**src/byte_cpu_instruction_step_defines.svh**
```systemverilog
// Assertion macros shared by the byte CPU RTL.
`ifndef BYTE_CPU_INSTRUCTION_STEP_DEFINES_SVH
`define BYTE_CPU_INSTRUCTION_STEP_DEFINES_SVH

// Same-cycle implication, checked outside reset.
`define BCIS_ASSERT_SAME(label, ante, cons) \
    label: assert property (@(posedge clk) disable iff (!rst_n) (ante) |-> (cons)) \
        else $error("bcis check failed");

// Next-cycle implication, checked outside reset.
`define BCIS_ASSERT_NEXT(label, ante, cons) \
    label: assert property (@(posedge clk) disable iff (!rst_n) (ante) |=> (cons)) \
        else $error("bcis check failed");

`endif

```
**src/bcis_pkg.sv**
```systemverilog
// Shared types and constants for the byte CPU.
package bcis_pkg;

    // Request opcodes
    localparam logic [1:0] REQ_WRITE = 2'd0;
    localparam logic [1:0] REQ_STEP  = 2'd1;
    localparam logic [1:0] REQ_START = 2'd2;

    // Result events
    localparam logic [2:0] EV_DONE    = 3'd0;
    localparam logic [2:0] EV_CHAR    = 3'd1;
    localparam logic [2:0] EV_EXIT    = 3'd2;
    localparam logic [2:0] EV_STACK   = 3'd3;
    localparam logic [2:0] EV_INVALID = 3'd4;
    localparam logic [2:0] EV_HALTED  = 3'd5;
    localparam logic [2:0] EV_NONE    = 3'd6;

    // Register indexes
    localparam logic [3:0] REG_SP = 4'hE;
    localparam logic [3:0] REG_PC = 4'hF;

    // Instruction opcodes
    localparam logic [7:0] I_MOV    = 8'h10;
    localparam logic [7:0] I_LD     = 8'h11;
    localparam logic [7:0] I_ST     = 8'h12;
    localparam logic [7:0] I_MCPY   = 8'h13;
    localparam logic [7:0] I_LI2    = 8'h14;
    localparam logic [7:0] I_ADDI   = 8'h15;
    localparam logic [7:0] I_SUBI   = 8'h16;
    localparam logic [7:0] I_PCADD  = 8'h17;
    localparam logic [7:0] I_PCSUB  = 8'h18;
    localparam logic [7:0] I_AND    = 8'h20;
    localparam logic [7:0] I_OR     = 8'h30;
    localparam logic [7:0] I_XOR    = 8'h40;
    localparam logic [7:0] I_SHL    = 8'h50;
    localparam logic [7:0] I_SHR    = 8'h51;
    localparam logic [7:0] I_ROL    = 8'h52;
    localparam logic [7:0] I_ROR    = 8'h53;
    localparam logic [7:0] I_JMP    = 8'h70;
    localparam logic [7:0] I_JLT    = 8'h71;
    localparam logic [7:0] I_JLE    = 8'h72;
    localparam logic [7:0] I_JEQ    = 8'h73;
    localparam logic [7:0] I_JGE    = 8'h74;
    localparam logic [7:0] I_JGT    = 8'h75;
    localparam logic [7:0] I_JNE    = 8'h76;
    localparam logic [7:0] I_SKNZ   = 8'h77;
    localparam logic [7:0] I_SKZ    = 8'h78;
    localparam logic [7:0] I_ADD    = 8'hA0;
    localparam logic [7:0] I_ADDM   = 8'hA1;
    localparam logic [7:0] I_ADDST  = 8'hA2;
    localparam logic [7:0] I_ADDK   = 8'hA3;
    localparam logic [7:0] I_MULK   = 8'hA4;
    localparam logic [7:0] I_SUMK   = 8'hA5;
    localparam logic [7:0] I_MACK   = 8'hA6;
    localparam logic [7:0] I_SUB    = 8'hA7;
    localparam logic [7:0] I_SUBM   = 8'hA8;
    localparam logic [7:0] I_RSUBM  = 8'hA9;
    localparam logic [7:0] I_SUBST  = 8'hAA;
    localparam logic [7:0] I_SUBK   = 8'hAB;
    localparam logic [7:0] I_RSUBK  = 8'hAC;
    localparam logic [7:0] I_CALL   = 8'hC2;
    localparam logic [7:0] I_RET    = 8'hC3;
    localparam logic [7:0] I_NOP    = 8'hD0;
    localparam logic [7:0] I_DUMP0  = 8'hE8;
    localparam logic [7:0] I_DUMP1  = 8'hE9;
    localparam logic [7:0] I_DUMP2  = 8'hEA;
    localparam logic [7:0] I_DUMP3  = 8'hEB;
    localparam logic [7:0] I_DUMP4  = 8'hEC;
    localparam logic [7:0] I_FDUMP  = 8'hED;
    localparam logic [7:0] I_DUMP5  = 8'hEF;
    localparam logic [7:0] I_PUTC   = 8'hE0;
    localparam logic [7:0] I_GETC   = 8'hE1;
    localparam logic [7:0] I_PSTR   = 8'hE2;
    localparam logic [7:0] I_EXIT   = 8'hEE;
    localparam logic [3:0] G_PUSH   = 4'h8;
    localparam logic [3:0] G_POP    = 4'h9;

    // Operands gathered for one instruction
    typedef struct packed {
        logic [7:0] oc;
        logic [7:0] n1;
        logic [7:0] n2;
        logic [7:0] n3;
        logic [7:0] va;
        logic [7:0] vb;
        logic [7:0] vr;
        logic [7:0] md;
        logic [7:0] pc;
        logic [7:0] sp;
        logic [7:0] data;
    } exec_in_t;

    // Read selects and state updates of one instruction
    typedef struct packed {
        logic [3:0] ra_idx;
        logic [3:0] rb_idx;
        logic [3:0] rc_idx;
        logic [7:0] maddr;
        logic [2:0] ev;
        logic [7:0] val;
        logic       halt;
        logic [7:0] pc_next;
        logic [7:0] sp_next;
        logic       rf_we;
        logic [3:0] rf_idx;
        logic       rf2_we;
        logic [3:0] rf2_idx;
        logic [7:0] rf_val;
        logic       mem_we;
        logic [7:0] mem_addr;
        logic [7:0] mem_val;
    } exec_out_t;

endpackage

```
**src/bcis_req_if.sv**
```systemverilog
// Request channel: valid/ready with opcode, address and data.
interface bcis_req_if;
    logic       valid;
    logic       ready;
    logic [1:0] opcode;
    logic [7:0] address;
    logic [7:0] data;

    modport source (output valid, output opcode, output address, output data, input ready);
    modport sink (input valid, input opcode, input address, input data, output ready);
endinterface

```
**src/bcis_rsp_if.sv**
```systemverilog
// Result channel: valid/ready with event, value and program counter.
interface bcis_rsp_if;
    logic       valid;
    logic       ready;
    logic [2:0] event_res;
    logic [7:0] value;
    logic [7:0] program_counter;

    modport source (output valid, output event_res, output value, output program_counter,
                    input ready);
    modport sink (input valid, input event_res, input value, input program_counter,
                  output ready);
endinterface

```
**src/bcis_ram.sv**
```systemverilog
// Generic single-port RAM with registered read.
module bcis_ram #(
    parameter int WIDTH = 8,
    parameter int DEPTH = 256
) (
    input  logic                     clk,
    input  logic                     we,
    input  logic [$clog2(DEPTH)-1:0] addr,
    input  logic [WIDTH-1:0]         wdata,
    output logic [WIDTH-1:0]         rdata
);
    logic [WIDTH-1:0] mem [DEPTH];
    logic [WIDTH-1:0] rdata_reg;

    always_ff @(posedge clk)
    begin
        if (we)
        begin
            mem[addr] <= wdata;
        end
        rdata_reg <= mem[addr];
    end

    assign rdata = rdata_reg;
endmodule

```
**src/bcis_exec.sv**
```systemverilog
// Instruction decode and execute: read selects and all state updates.
module bcis_exec (
    input  bcis_pkg::exec_in_t  ei,
    output bcis_pkg::exec_out_t eo
);
    logic [3:0] a;
    logic [3:0] b;
    logic [2:0] s;
    logic       we1;
    logic       we2;
    logic [3:0] idx1;
    logic [3:0] idx2;
    logic [7:0] wv;
    logic [7:0] adv;
    logic       jmp;
    logic [7:0] target;
    logic       sp_ovr;
    logic [7:0] sp_val;
    logic       stop;
    logic [2:0] stop_ev;
    logic [7:0] pb;
    logic [7:0] sb;
    logic       cond;
    logic [15:0] rotl;
    logic [15:0] rotr;
    logic [11:0] prod;

    assign a    = ei.n1[7:4];
    assign b    = ei.n1[3:0];
    assign s    = ei.vb[2:0];
    assign rotl = {ei.va, ei.va} << s;
    assign rotr = {ei.va, ei.va} >> s;
    assign prod = {8'd0, b} * {4'd0, ei.n2};

    // Read selects depend on opcode and the first operand bytes
    always_comb
    begin
        eo.ra_idx = a;
        eo.rb_idx = b;
        if (ei.oc[7:4] == bcis_pkg::G_PUSH || ei.oc[7:4] == bcis_pkg::G_POP)
        begin
            eo.ra_idx = ei.oc[3:0];
        end
        else if (ei.oc == bcis_pkg::I_ADDST || ei.oc == bcis_pkg::I_SUBST)
        begin
            eo.ra_idx = ei.n2[7:4];
            eo.rb_idx = ei.n2[3:0];
        end
        eo.rc_idx = (ei.oc == bcis_pkg::I_PUTC) ? 4'd1 : 4'd0;
        if (ei.oc == bcis_pkg::I_LD || ei.oc == bcis_pkg::I_MCPY)
        begin
            eo.maddr = ei.vb;
        end
        else if (ei.oc == bcis_pkg::I_ADDM || ei.oc == bcis_pkg::I_SUBM
                 || ei.oc == bcis_pkg::I_RSUBM)
        begin
            eo.maddr = ei.n2;
        end
        else
        begin
            eo.maddr = ei.sp;
        end
    end

    // Execute
    always_comb
    begin
        we1 = 1'b0;
        we2 = 1'b0;
        idx1 = a;
        idx2 = b;
        wv = 8'd0;
        adv = 8'd0;
        jmp = 1'b0;
        target = 8'd0;
        sp_ovr = 1'b0;
        sp_val = ei.sp;
        stop = 1'b0;
        stop_ev = bcis_pkg::EV_INVALID;
        cond = 1'b0;
        eo.ev = bcis_pkg::EV_DONE;
        eo.val = 8'd0;
        eo.mem_we = 1'b0;
        eo.mem_addr = ei.sp;
        eo.mem_val = 8'd0;

        if (ei.oc[7:4] == 4'h0)
        begin
            we1 = 1'b1;
            idx1 = ei.oc[3:0];
            wv = ei.n1;
            adv = (ei.oc[3:0] == bcis_pkg::REG_PC) ? 8'd0 : 8'd2;
        end
        else if (ei.oc[7:4] == bcis_pkg::G_PUSH)
        begin
            if (ei.sp == 8'd0)
            begin
                stop = 1'b1;
                stop_ev = bcis_pkg::EV_STACK;
            end
            else
            begin
                sp_ovr = 1'b1;
                sp_val = ei.sp - 8'd1;
                eo.mem_we = 1'b1;
                eo.mem_addr = ei.sp - 8'd1;
                eo.mem_val = ei.va;
                adv = 8'd1;
            end
        end
        else if (ei.oc[7:4] == bcis_pkg::G_POP)
        begin
            if (ei.sp == 8'hFF)
            begin
                stop = 1'b1;
                stop_ev = bcis_pkg::EV_STACK;
            end
            else
            begin
                we1 = 1'b1;
                idx1 = ei.oc[3:0];
                wv = ei.md;
                sp_ovr = 1'b1;
                sp_val = ((ei.oc[3:0] == bcis_pkg::REG_SP) ? ei.md : ei.sp) + 8'd1;
                adv = (ei.oc[3:0] == bcis_pkg::REG_PC) ? 8'd0 : 8'd1;
            end
        end
        else if (ei.oc >= bcis_pkg::I_JLT && ei.oc <= bcis_pkg::I_JNE)
        begin
            case (ei.oc)
                bcis_pkg::I_JLT: cond = ei.va < ei.vb;
                bcis_pkg::I_JLE: cond = ei.va <= ei.vb;
                bcis_pkg::I_JEQ: cond = ei.va == ei.vb;
                bcis_pkg::I_JGE: cond = ei.va >= ei.vb;
                bcis_pkg::I_JGT: cond = ei.va > ei.vb;
                default:         cond = ei.va != ei.vb;
            endcase
            jmp = cond;
            target = ei.n2;
            adv = 8'd3;
        end
        else
        begin
            case (ei.oc)
                bcis_pkg::I_MOV:   begin we1 = 1'b1; wv = ei.vb; adv = 8'd2; end
                bcis_pkg::I_LD:    begin we1 = 1'b1; wv = ei.md; adv = 8'd2; end
                bcis_pkg::I_ST:
                begin
                    eo.mem_we = 1'b1; eo.mem_addr = ei.va; eo.mem_val = ei.vb; adv = 8'd2;
                end
                bcis_pkg::I_MCPY:
                begin
                    eo.mem_we = 1'b1; eo.mem_addr = ei.va; eo.mem_val = ei.md; adv = 8'd2;
                end
                bcis_pkg::I_LI2:
                begin
                    we1 = 1'b1; we2 = 1'b1; wv = ei.n2; adv = 8'd3;
                end
                bcis_pkg::I_ADDI:  begin we1 = 1'b1; wv = ei.va + {4'd0, b}; adv = 8'd2; end
                bcis_pkg::I_SUBI:  begin we1 = 1'b1; wv = ei.va - {4'd0, b}; adv = 8'd2; end
                bcis_pkg::I_PCADD: begin we1 = 1'b1; wv = ei.pc + {4'd0, b}; adv = 8'd2; end
                bcis_pkg::I_PCSUB: begin we1 = 1'b1; wv = ei.pc - {4'd0, b}; adv = 8'd2; end
                bcis_pkg::I_AND:   begin we1 = 1'b1; wv = ei.va & ei.vb; adv = 8'd2; end
                bcis_pkg::I_OR:    begin we1 = 1'b1; wv = ei.va | ei.vb; adv = 8'd2; end
                bcis_pkg::I_XOR:   begin we1 = 1'b1; wv = ei.va ^ ei.vb; adv = 8'd2; end
                bcis_pkg::I_SHL:   begin we1 = 1'b1; wv = ei.va << s; adv = 8'd2; end
                bcis_pkg::I_SHR:   begin we1 = 1'b1; wv = ei.va >> s; adv = 8'd2; end
                bcis_pkg::I_ROL:   begin we1 = 1'b1; wv = rotl[15:8]; adv = 8'd2; end
                bcis_pkg::I_ROR:   begin we1 = 1'b1; wv = rotr[7:0]; adv = 8'd2; end
                bcis_pkg::I_JMP:   begin jmp = 1'b1; target = ei.n1; end
                bcis_pkg::I_SKNZ:
                    adv = (ei.va != 8'd0) ? ({4'd0, b} + 8'd2) : 8'd2;
                bcis_pkg::I_SKZ:
                    adv = (ei.va == 8'd0) ? ({4'd0, b} + 8'd2) : 8'd2;
                bcis_pkg::I_ADD:   begin we1 = 1'b1; wv = ei.va + ei.vb; adv = 8'd2; end
                bcis_pkg::I_ADDM:  begin we1 = 1'b1; wv = ei.vb + ei.md; adv = 8'd3; end
                bcis_pkg::I_ADDST:
                begin
                    eo.mem_we = 1'b1; eo.mem_addr = ei.n1; eo.mem_val = ei.va + ei.vb;
                    adv = 8'd3;
                end
                bcis_pkg::I_ADDK:  begin we1 = 1'b1; wv = ei.vb + ei.n2; adv = 8'd3; end
                bcis_pkg::I_MULK:  begin we1 = 1'b1; wv = prod[7:0]; adv = 8'd3; end
                bcis_pkg::I_SUMK:  begin we1 = 1'b1; wv = {4'd0, b} + ei.n2; adv = 8'd3; end
                bcis_pkg::I_MACK:  begin we1 = 1'b1; wv = prod[7:0] + ei.n3; adv = 8'd4; end
                bcis_pkg::I_SUB:   begin we1 = 1'b1; wv = ei.va - ei.vb; adv = 8'd2; end
                bcis_pkg::I_SUBM:  begin we1 = 1'b1; wv = ei.vb - ei.md; adv = 8'd3; end
                bcis_pkg::I_RSUBM: begin we1 = 1'b1; wv = ei.md - ei.vb; adv = 8'd3; end
                bcis_pkg::I_SUBST:
                begin
                    eo.mem_we = 1'b1; eo.mem_addr = ei.n1; eo.mem_val = ei.va - ei.vb;
                    adv = 8'd3;
                end
                bcis_pkg::I_SUBK:  begin we1 = 1'b1; wv = ei.vb - ei.n2; adv = 8'd3; end
                bcis_pkg::I_RSUBK: begin we1 = 1'b1; wv = ei.n2 - ei.vb; adv = 8'd3; end
                bcis_pkg::I_CALL:
                begin
                    if (ei.sp == 8'd0)
                    begin
                        stop = 1'b1;
                        stop_ev = bcis_pkg::EV_STACK;
                    end
                    else
                    begin
                        sp_ovr = 1'b1;
                        sp_val = ei.sp - 8'd1;
                        eo.mem_we = 1'b1;
                        eo.mem_addr = ei.sp - 8'd1;
                        eo.mem_val = ei.pc + 8'd2;
                        jmp = 1'b1;
                        target = ei.n1;
                    end
                end
                bcis_pkg::I_RET:
                begin
                    if (ei.sp == 8'hFF)
                    begin
                        stop = 1'b1;
                        stop_ev = bcis_pkg::EV_STACK;
                    end
                    else
                    begin
                        sp_ovr = 1'b1;
                        sp_val = ei.sp + 8'd1;
                        jmp = 1'b1;
                        target = ei.md;
                    end
                end
                bcis_pkg::I_NOP, bcis_pkg::I_DUMP0, bcis_pkg::I_DUMP1, bcis_pkg::I_DUMP2,
                bcis_pkg::I_DUMP3, bcis_pkg::I_DUMP4, bcis_pkg::I_DUMP5:
                    adv = 8'd1;
                bcis_pkg::I_FDUMP: adv = 8'd2;
                bcis_pkg::I_PUTC:
                begin
                    eo.ev = bcis_pkg::EV_CHAR;
                    eo.val = ei.vr;
                    adv = 8'd1;
                end
                bcis_pkg::I_GETC:
                begin
                    we1 = 1'b1; idx1 = 4'd0; wv = ei.data; adv = 8'd1;
                end
                bcis_pkg::I_EXIT:
                begin
                    stop = 1'b1;
                    stop_ev = bcis_pkg::EV_EXIT;
                end
                default:
                begin
                    stop = 1'b1;
                    stop_ev = bcis_pkg::EV_INVALID;
                end
            endcase
        end

        // Register writes to pc or sp land before the advance
        pb = ei.pc;
        sb = ei.sp;
        if (we1 && idx1 == bcis_pkg::REG_PC) pb = wv;
        if (we2 && idx2 == bcis_pkg::REG_PC) pb = wv;
        if (we1 && idx1 == bcis_pkg::REG_SP) sb = wv;
        if (we2 && idx2 == bcis_pkg::REG_SP) sb = wv;

        eo.halt = stop;
        if (stop)
        begin
            eo.ev = stop_ev;
            eo.val = ei.vr;
            eo.pc_next = ei.pc;
            eo.sp_next = ei.sp;
            eo.rf_we = 1'b0;
            eo.rf2_we = 1'b0;
            eo.mem_we = 1'b0;
        end
        else
        begin
            eo.pc_next = jmp ? target : pb + adv;
            eo.sp_next = sp_ovr ? sp_val : sb;
            eo.rf_we = we1 && (idx1 < bcis_pkg::REG_SP);
            eo.rf2_we = we2 && (idx2 < bcis_pkg::REG_SP);
        end
        eo.rf_idx = idx1;
        eo.rf2_idx = idx2;
        eo.rf_val = wv;
    end
endmodule

```
**src/byte_cpu_instruction_step.sv**
```systemverilog
// Byte CPU top level: request sequencer around memory and register file RAMs.
// Path: write, start, halted and unused requests go IDLE, DONE; a step goes
// F1-F4, R1-R3, M1, EX, WR2 (LI2 only), DONE; a string step F1, F2, DONE.
// Throughput: one request at a time, set by the single-port memory and
// register-file RAM accesses; a new request is taken while a result waits.
// Reset: CPU halted, all memory and registers read as zero, string mode off.
`include "byte_cpu_instruction_step_defines.svh"

module byte_cpu_instruction_step #(
    parameter int MEM_BYTES = 256
) (
    input  logic           clk,
    input  logic           rst_n,
    input  logic           cfg_we,
    input  logic [7:0]     cfg_wdata,
    bcis_req_if.sink       req,
    bcis_rsp_if.source     rsp
);
    localparam int AW = $clog2(MEM_BYTES);

    localparam logic [3:0] ST_IDLE = 4'd0;
    localparam logic [3:0] ST_F1   = 4'd1;
    localparam logic [3:0] ST_F2   = 4'd2;
    localparam logic [3:0] ST_F3   = 4'd3;
    localparam logic [3:0] ST_F4   = 4'd4;
    localparam logic [3:0] ST_R1   = 4'd5;
    localparam logic [3:0] ST_R2   = 4'd6;
    localparam logic [3:0] ST_R3   = 4'd7;
    localparam logic [3:0] ST_M1   = 4'd8;
    localparam logic [3:0] ST_EX   = 4'd9;
    localparam logic [3:0] ST_WR2  = 4'd10;
    localparam logic [3:0] ST_DONE = 4'd11;

    logic [3:0]  state_reg, state_next;
    logic [7:0]  start_reg;
    logic [7:0]  pc_reg, sp_reg;
    logic        halted_reg, str_reg;
    logic [MEM_BYTES-1:0] mem_vld_reg;
    logic [15:0] rf_vld_reg;
    logic        mem_q_vld_reg, rf_q_vld_reg;
    logic [3:0]  rf_q_idx_reg;
    logic [7:0]  oc_reg, n1_reg, n2_reg, n3_reg, va_reg, vb_reg, vr_reg, md_reg, data_reg;
    logic [2:0]  ev_reg;
    logic [7:0]  val_reg;
    logic        rf2_we_reg;
    logic [3:0]  rf2_idx_reg;
    logic [7:0]  rf2_val_reg;
    logic        out_vld_reg;
    logic [2:0]  out_ev_reg;
    logic [7:0]  out_val_reg, out_pc_reg;

    logic          accept;
    logic          mem_we;
    logic [AW-1:0] mem_addr;
    logic [7:0]    mem_wdata, mem_rdata, mq;
    logic          rf_we;
    logic [3:0]    rf_addr;
    logic [7:0]    rf_wdata, rf_rdata, rq;
    logic          mem_rd;
    logic          rf_rd;
    logic          pstr;

    bcis_pkg::exec_in_t  ei;
    bcis_pkg::exec_out_t eo;

    assign accept    = req.valid && req.ready;
    assign req.ready = (state_reg == ST_IDLE);
    assign mq = mem_q_vld_reg ? mem_rdata : 8'd0;
    assign rq = (rf_q_idx_reg == bcis_pkg::REG_SP) ? sp_reg :
                (rf_q_idx_reg == bcis_pkg::REG_PC) ? pc_reg :
                rf_q_vld_reg ? rf_rdata : 8'd0;
    assign pstr = str_reg || (oc_reg == bcis_pkg::I_PSTR);

    // Operands to the execute unit
    always_comb
    begin
        ei.oc = oc_reg;
        ei.n1 = n1_reg;
        ei.n2 = n2_reg;
        ei.n3 = n3_reg;
        ei.va = va_reg;
        ei.vb = vb_reg;
        ei.vr = vr_reg;
        ei.md = md_reg;
        ei.pc = pc_reg;
        ei.sp = sp_reg;
        ei.data = data_reg;
    end

    bcis_exec u_exec (
        .ei (ei),
        .eo (eo)
    );

    // Memory port select
    always_comb
    begin
        mem_we = 1'b0;
        mem_rd = 1'b0;
        mem_addr = AW'(pc_reg);
        mem_wdata = req.data;
        case (state_reg)
            ST_IDLE:
            begin
                if (accept && req.opcode == bcis_pkg::REQ_WRITE)
                begin
                    mem_we = 1'b1;
                    mem_addr = AW'(req.address);
                end
                else if (accept && req.opcode == bcis_pkg::REQ_START)
                begin
                    mem_we = 1'b1;
                    mem_addr = AW'(MEM_BYTES - 1);
                    mem_wdata = start_reg;
                end
                else
                begin
                    mem_rd = 1'b1;
                end
            end
            ST_F1: begin mem_rd = 1'b1; mem_addr = AW'(pc_reg + 8'd1); end
            ST_F2: begin mem_rd = 1'b1; mem_addr = AW'(pc_reg + 8'd2); end
            ST_F3: begin mem_rd = 1'b1; mem_addr = AW'(pc_reg + 8'd3); end
            ST_R3: begin mem_rd = 1'b1; mem_addr = AW'(eo.maddr); end
            ST_EX:
            begin
                mem_we = eo.mem_we;
                mem_addr = AW'(eo.mem_addr);
                mem_wdata = eo.mem_val;
            end
            default: mem_rd = 1'b0;
        endcase
    end

    // Register file port select
    always_comb
    begin
        rf_we = 1'b0;
        rf_rd = 1'b0;
        rf_addr = eo.ra_idx;
        rf_wdata = eo.rf_val;
        case (state_reg)
            ST_F4: rf_rd = 1'b1;
            ST_R1: begin rf_rd = 1'b1; rf_addr = eo.rb_idx; end
            ST_R2: begin rf_rd = 1'b1; rf_addr = eo.rc_idx; end
            ST_EX: begin rf_we = eo.rf_we; rf_addr = eo.rf_idx; end
            ST_WR2:
            begin
                rf_we = rf2_we_reg;
                rf_addr = rf2_idx_reg;
                rf_wdata = rf2_val_reg;
            end
            default: rf_rd = 1'b0;
        endcase
    end

    bcis_ram #(.WIDTH(8), .DEPTH(MEM_BYTES)) u_mem (
        .clk   (clk),
        .we    (mem_we),
        .addr  (mem_addr),
        .wdata (mem_wdata),
        .rdata (mem_rdata)
    );

    bcis_ram #(.WIDTH(8), .DEPTH(16)) u_rf (
        .clk   (clk),
        .we    (rf_we),
        .addr  (rf_addr),
        .wdata (rf_wdata),
        .rdata (rf_rdata)
    );

    // Next state
    always_comb
    begin
        state_next = state_reg;
        case (state_reg)
            ST_IDLE:
            begin
                if (accept)
                begin
                    if (req.opcode == bcis_pkg::REQ_STEP && !halted_reg)
                    begin
                        state_next = ST_F1;
                    end
                    else
                    begin
                        state_next = ST_DONE;
                    end
                end
            end
            ST_F1:   state_next = ST_F2;
            ST_F2:   state_next = pstr ? ST_DONE : ST_F3;
            ST_F3:   state_next = ST_F4;
            ST_F4:   state_next = ST_R1;
            ST_R1:   state_next = ST_R2;
            ST_R2:   state_next = ST_R3;
            ST_R3:   state_next = ST_M1;
            ST_M1:   state_next = ST_EX;
            ST_EX:   state_next = eo.rf2_we ? ST_WR2 : ST_DONE;
            ST_WR2:  state_next = ST_DONE;
            ST_DONE: state_next = (!out_vld_reg || rsp.ready) ? ST_IDLE : ST_DONE;
            default: state_next = ST_IDLE;
        endcase
    end

    // Control and architectural state
    always_ff @(posedge clk or negedge rst_n)
    begin
        if (!rst_n)
        begin
            state_reg <= ST_IDLE;
            start_reg <= 8'd0;
            pc_reg <= 8'd0;
            sp_reg <= 8'd0;
            halted_reg <= 1'b1;
            str_reg <= 1'b0;
            mem_vld_reg <= '0;
            rf_vld_reg <= '0;
            mem_q_vld_reg <= 1'b0;
            rf_q_vld_reg <= 1'b0;
            rf_q_idx_reg <= 4'd0;
            out_vld_reg <= 1'b0;
        end
        else
        begin
            state_reg <= state_next;
            if (cfg_we)
            begin
                start_reg <= cfg_wdata;
            end
            if (mem_we)
            begin
                mem_vld_reg[mem_addr] <= 1'b1;
            end
            if (rf_we)
            begin
                rf_vld_reg[rf_addr] <= 1'b1;
            end
            if (mem_rd)
            begin
                mem_q_vld_reg <= mem_vld_reg[mem_addr];
            end
            if (rf_rd)
            begin
                rf_q_vld_reg <= rf_vld_reg[rf_addr];
                rf_q_idx_reg <= rf_addr;
            end
            if (accept && req.opcode == bcis_pkg::REQ_START)
            begin
                pc_reg <= start_reg;
                sp_reg <= 8'(MEM_BYTES - 1);
                halted_reg <= 1'b0;
                str_reg <= 1'b0;
            end
            if (state_reg == ST_F2 && pstr)
            begin
                str_reg <= (mq != 8'd0);
                pc_reg <= pc_reg + ((mq != 8'd0) ? 8'd1 : 8'd2);
            end
            if (state_reg == ST_EX)
            begin
                pc_reg <= eo.pc_next;
                sp_reg <= eo.sp_next;
                if (eo.halt)
                begin
                    halted_reg <= 1'b1;
                end
            end
            if (rsp.valid && rsp.ready)
            begin
                out_vld_reg <= 1'b0;
            end
            if (state_reg == ST_DONE && (!out_vld_reg || rsp.ready))
            begin
                out_vld_reg <= 1'b1;
            end
        end
    end

    // Operand and result payload
    always_ff @(posedge clk)
    begin
        if (accept)
        begin
            data_reg <= req.data;
            ev_reg <= (req.opcode == bcis_pkg::REQ_STEP && halted_reg) ?
                      bcis_pkg::EV_HALTED : bcis_pkg::EV_NONE;
            val_reg <= 8'd0;
        end
        if (state_reg == ST_F1) oc_reg <= mq;
        if (state_reg == ST_F2)
        begin
            n1_reg <= mq;
            if (pstr)
            begin
                ev_reg <= (mq != 8'd0) ? bcis_pkg::EV_CHAR : bcis_pkg::EV_DONE;
                val_reg <= mq;
            end
        end
        if (state_reg == ST_F3) n2_reg <= mq;
        if (state_reg == ST_F4) n3_reg <= mq;
        if (state_reg == ST_R1) va_reg <= rq;
        if (state_reg == ST_R2) vb_reg <= rq;
        if (state_reg == ST_R3) vr_reg <= rq;
        if (state_reg == ST_M1) md_reg <= mq;
        if (state_reg == ST_EX)
        begin
            ev_reg <= eo.ev;
            val_reg <= eo.val;
            rf2_we_reg <= eo.rf2_we;
            rf2_idx_reg <= eo.rf2_idx;
            rf2_val_reg <= eo.rf_val;
        end
        if (state_reg == ST_DONE && (!out_vld_reg || rsp.ready))
        begin
            out_ev_reg <= ev_reg;
            out_val_reg <= (ev_reg == bcis_pkg::EV_DONE) ? 8'd0 : val_reg;
            out_pc_reg <= pc_reg;
        end
    end

    assign rsp.valid = out_vld_reg;
    assign rsp.event_res = out_ev_reg;
    assign rsp.value = out_val_reg;
    assign rsp.program_counter = out_pc_reg;

    // Checks
    `BCIS_ASSERT_NEXT(a_start_runs, accept && req.opcode == bcis_pkg::REQ_START, !halted_reg && sp_reg == 8'(MEM_BYTES - 1))
    `BCIS_ASSERT_NEXT(a_fault_halts, state_reg == ST_EX && eo.halt, halted_reg)
    `BCIS_ASSERT_SAME(a_rf_low_only, rf_we, rf_addr != bcis_pkg::REG_SP && rf_addr != bcis_pkg::REG_PC)
    `BCIS_ASSERT_SAME(a_one_port_op, mem_we, !mem_rd)
endmodule
```
**src/flat_wrapper.sv**
```systemverilog
// flat-port wrapper written by rule: the top's interface ports become plain ports
module byte_cpu_instruction_step_flat 
#(
    parameter int MEM_BYTES = 256
)
  (clk, rst_n, cfg_we, cfg_wdata, req_valid, req_opcode, req_address, req_data, req_ready, rsp_valid, rsp_event_res, rsp_value, rsp_program_counter, rsp_ready);
  bcis_req_if req_i ();
  bcis_rsp_if rsp_i ();
  input  logic clk;
  input  logic rst_n;
  input  logic cfg_we;
  input  logic [7:0] cfg_wdata;
  input wire logic [$bits(req_i.valid)-1:0] req_valid;
  input wire logic [$bits(req_i.opcode)-1:0] req_opcode;
  input wire logic [$bits(req_i.address)-1:0] req_address;
  input wire logic [$bits(req_i.data)-1:0] req_data;
  output wire logic [$bits(req_i.ready)-1:0] req_ready;
  output wire logic [$bits(rsp_i.valid)-1:0] rsp_valid;
  output wire logic [$bits(rsp_i.event_res)-1:0] rsp_event_res;
  output wire logic [$bits(rsp_i.value)-1:0] rsp_value;
  output wire logic [$bits(rsp_i.program_counter)-1:0] rsp_program_counter;
  input wire logic [$bits(rsp_i.ready)-1:0] rsp_ready;
  assign req_i.valid = req_valid;
  assign req_i.opcode = req_opcode;
  assign req_i.address = req_address;
  assign req_i.data = req_data;
  assign req_ready = req_i.ready;
  assign rsp_valid = rsp_i.valid;
  assign rsp_event_res = rsp_i.event_res;
  assign rsp_value = rsp_i.value;
  assign rsp_program_counter = rsp_i.program_counter;
  assign rsp_i.ready = rsp_ready;
  byte_cpu_instruction_step #(.MEM_BYTES(MEM_BYTES)) u_core (.clk(clk), .rst_n(rst_n), .cfg_we(cfg_we), .cfg_wdata(cfg_wdata), .req(req_i), .rsp(rsp_i));
endmodule
```
**config.mk**
```make
export PLATFORM = sky130hd
export DESIGN_NAME = byte_cpu_instruction_step_flat
export DESIGN_NICKNAME = d
export VERILOG_FILES = /design/src/bcis_pkg.sv /design/src/bcis_req_if.sv /design/src/bcis_rsp_if.sv /design/src/bcis_ram.sv /design/src/bcis_exec.sv /design/src/byte_cpu_instruction_step.sv /design/src/flat_wrapper.sv
export VERILOG_INCLUDE_DIRS = /design/src /design/src/src
export SDC_FILE = /design/constraint.sdc
export NUM_CORES = 2
export LEC_CHECK = 0
export CAP_MARGIN = 30
export CORE_MARGIN = 1
export CORE_UTILIZATION = 34
export CTS_CLUSTER_SIZE = 14
export DETAILED_ROUTE_END_ITERATION = 7
export DONT_BUFFER_PORTS = 1
export SLEW_MARGIN = 5
export SYNTH_ARGS = -nofsm -noshare
export SYNTH_HDL_FRONTEND = slang
export SYNTH_HIERARCHICAL = 1
export SYNTH_SLANG_ARGS = --single-unit
```
**constraint.sdc**
```tcl
create_clock -name clk -period 14.1 [get_ports clk]
set_input_delay 1.41 -clock clk [delete_from_list [all_inputs] [get_ports clk]]
set_output_delay 1.41 -clock clk [all_outputs]
set_load 0.05 [all_outputs]
```
==> results.md <==
* Outcome: finished with violations
* Failing checks: design-rule violations
* Startpoint types: flip-flop
* CP max FO at 52
* H-tree Lvls at 5
* Clk pwr share at 0.223
* Reg area at 76700 um2
* I/O pins at 52
* Leading post-synthesis cells by cell area: edfxtp_1 61%, mux4_2 11%, dfrtp_1 6.9%
* Post-detail-place hpwl at 206000 um
* Mapped cell area at 112000 um2
* Fill count at 30000
* Setup Skew at 66.1 ps
* WL/cell at 28.3 um
* FF+latch count, synth at 2616
* Number of global-route vias before repair at 65900
* Starting density of the core at 0.342
* Sequential-to-total area share from yosys stat at 0.685
* Hold Fails Final Rpt at 0
* Root Buffer: clkbuf_16
* Antenna violations before repair at 11
* Relative slew slack at 0.227
* Static leakage at 42.4 nW
* Num rows at 210
* Die Area at 332000 um2
* Vias at 66900
* Clock Sinks at 2616
* CTS tree: built
* Peak supply drop at 0.000382 V
* WP data arrival at 9650 ps
* Crit share post-route at 0.652
* Switching pwr at 12.3 mW
* Die span in x at 576 um
* CP max stage cell: edfxtp_1
* Max FFs per register at 2048
* Most common cell after layout, fill and taps aside: edfxtp_1
* Ys Warns at 6
* TritonCTS Buffers at 268
* Slew Viols, Final at 0
* Final TNS setup at 0 ps
* Reg2Reg Depth at 19
* Largest net degree at the start of global routing at 310
* Post-route DRC at 56
* Critical Path, Cell by Cell: nand4bb_1, buf_4, or3_1, nand2_1, buf_4, nor4_1, a222oi_1, o21ai_0, a32oi_1, o221ai_1, o22ai_1, or2_1, inv_4, and2_4, buf_4, buf_4, nand3_1, buf_4, nor2_1
* Unique masters post-synth at 119
* Ys async rst share at 0.118
* IO buf count at 0
* Detailed-route wire length at 328000 um
* Flop pwr share at 0.314
* Hold Crit Class: in -> async
* Post-route antenna net violation count at 0
* CTS max path bufs at 4
* Most used cell, CP: buf_4
* Area of the core at 328000 um2
* Drt first pass iters at 8
* Critical R2R Launch: u_core/oc_reg[4]$_DFFE_PP_
* Area of the multi-input gates at 32900 um2
* Grt total ovfl at 0
* Final Setup Violations at 0
* Clock Latency Late Sink at 860 ps
* RePlAce Congestion at 0.992
* Max_cap viols at 0
* Worst-Margin Slew at 1160 ps
* Layout overhead on the synthesized area at 12.4%
* Req. time, crit path at 14550 ps
* Max incr delay on CP at 910 ps
* Resized Gates After CTS at 0
* R2r setup slk at 4910 ps
* Cell Pwr Density at 242 nW/um2
* Postcts setup bufs at 0
* Via density at 5.77
* Share of cells above drive strength 1 at 0.177
* Comb pwr share at 0.464
* Power Internal at 18.1 mW
* GRT Util Overall at 0.193
* # hold bufs at CTS at 0
* Post-Synthesis Cells at 6991
* Setup crit end kind: flip-flop
* Post-synth EDFFs at 2280
* Post-Place Worst Slack at 5190 ps
* Largest area contributor in the netlist: edfxtp_1
* Commonest cells after routing, fill and taps aside: 2280 x edfxtp_1, 548 x mux4_2, 479 x nand2_1
* Min Hold Slack at 309 ps
* RR Endpoint: u_core/u_mem/mem[126][2]$_DFFE_PP_
* Nets@finish at 7182
* Setup ws final at 4910 ps
* CP Class: reg -> reg
* DR iter-0 viols at 8379
* Ys flop type: edfxtp_1
* Worst-path clk slew at 60 ps
* Area share of the largest cell type after synthesis at 0.611
* Unrepaired setup endpoints after global routing: no
* Fmax at 0.109 GHz
* Die height at 576 um
* Syn Area/Cell at 16.0 um2
* Min Clock Period, post-route at 9200 ps
* Sw Share at 0.405
* First-pass GRT wire length at 475000 um
synthesized netlist by cell type, drive strengths merged (25+ instances only):
library cell	count
edfxtp	2280
mux2i	75
o21bai	81
clkbuf	259
xor2	26
a21o	217
buf	214
a22oi	313
a21oi	360
nor4	39
nand2b	34
and3	26
nor3	99
mux2	41
o22ai	34
nor2b	44
nand2	490
and2	45
ha	96
a211oi	25
nand3	114
mux4	548
dfxtp	27
o41ai	40
dfrtp	308
xnor2	52
nor2	458
o21ai	182
inv	100
cell type report:
type / count / area share
Clock buffer: 353 / 0.0578
Clock inverter: 110 / 0.00736
Sequential cell: 2616 / 0.609
Inverter: 103 / 0.00328
Antenna cell: 11 / 0.000219
Timing Repair Buffer: 246 / 0.0181
Tap cell: 4346 / 0.0432
Multi-Input combinational cell: 3801 / 0.261
worst max path at each step:
stage	start	to	slack, ps	depth (start not counted)
finish	u_core/oc_reg[4]$_DFFE_PP_	u_core/u_mem/mem[126][2]$_DFFE_PP_	4910	19
global route	u_core/oc_reg[4]$_DFFE_PP_	u_core/u_mem/mem[126][2]$_DFFE_PP_	4850	19
CTS	u_core/oc_reg[4]$_DFFE_PP_	u_core/u_mem/mem[14][5]$_DFFE_PP_	5190	19
detailed placement	u_core/oc_reg[4]$_DFFE_PP_	u_core/u_mem/mem[14][1]$_DFFE_PP_	5190	19
global placement	u_core/oc_reg[4]$_DFFE_PP_	u_core/u_mem/rdata[1]$_DFF_P_	4930	21
floorplan	u_core/vb_reg[1]$_DFFE_PN_	u_core/u_mem/mem[0][7]$_DFFE_PP_	6970	15
cell families (layout without fill, tap and decap cells):
family | after synthesis | after routing | share of synthesized area
flops | 2616 | 2616 | 0.685
compound gates | 1476 | 1476 | 0.0894
simple gates | 1462 | 1462 | 0.0602
mux | 664 | 664 | 0.121
buf+inv | 576 | 812 | 0.0237
fa+ha+maj | 116 | 116 | 0.0142
xor+xnor | 80 | 80 | 0.00650
other cells | 1 | 14 | 0.0000335
stage by stage:
step | util | total power [mW] | cell area, um2 | cells
after detailed placement | 0.358 | 23.7 | 117000 | 11100
after floorplan | - | 19.1 | 112000 | 6993
final | 0.384 | 30.5 | 126000 | 11600
after global routing | 0.384 | 31.7 | 126000 | 11600
after CTS | 0.383 | 30.5 | 126000 | 11500
after global placement | 0.357 | 23.6 | 117000 | 11100
metal layers:
layer	global-route usage	up-vias	share of wire
met4	0.0627	4	0.036
met5	0	-	0.000076
met2	0.303	3321	0.46
met3	0.0347	633	0.085
li1	-	27800	-
met1	0.273	35100	0.42
critical path: cells and delay by family (launching register included):
kind / cells / cell delay [ps]
flip-flops: 1 / 910
AO/OA/AOI/OAI: 5 / 970
AND/OR/NAND/NOR: 8 / 3940
buffers and inverters: 6 / 2770
power by group through the flow:
stage / Clock, mW / Sequential (mW) / Combinational (mW)
floorplan: 0 / 9.61 / 9.47
global placement: 0 / 9.71 / 13.9
detailed placement: 0 / 9.71 / 14.0
CTS: 6.91 / 9.55 / 14.1
global route: 7.19 / 9.58 / 14.9
finish: 6.79 / 9.56 / 14.1
Note: power is estimated with default switching activity, not from simulation.
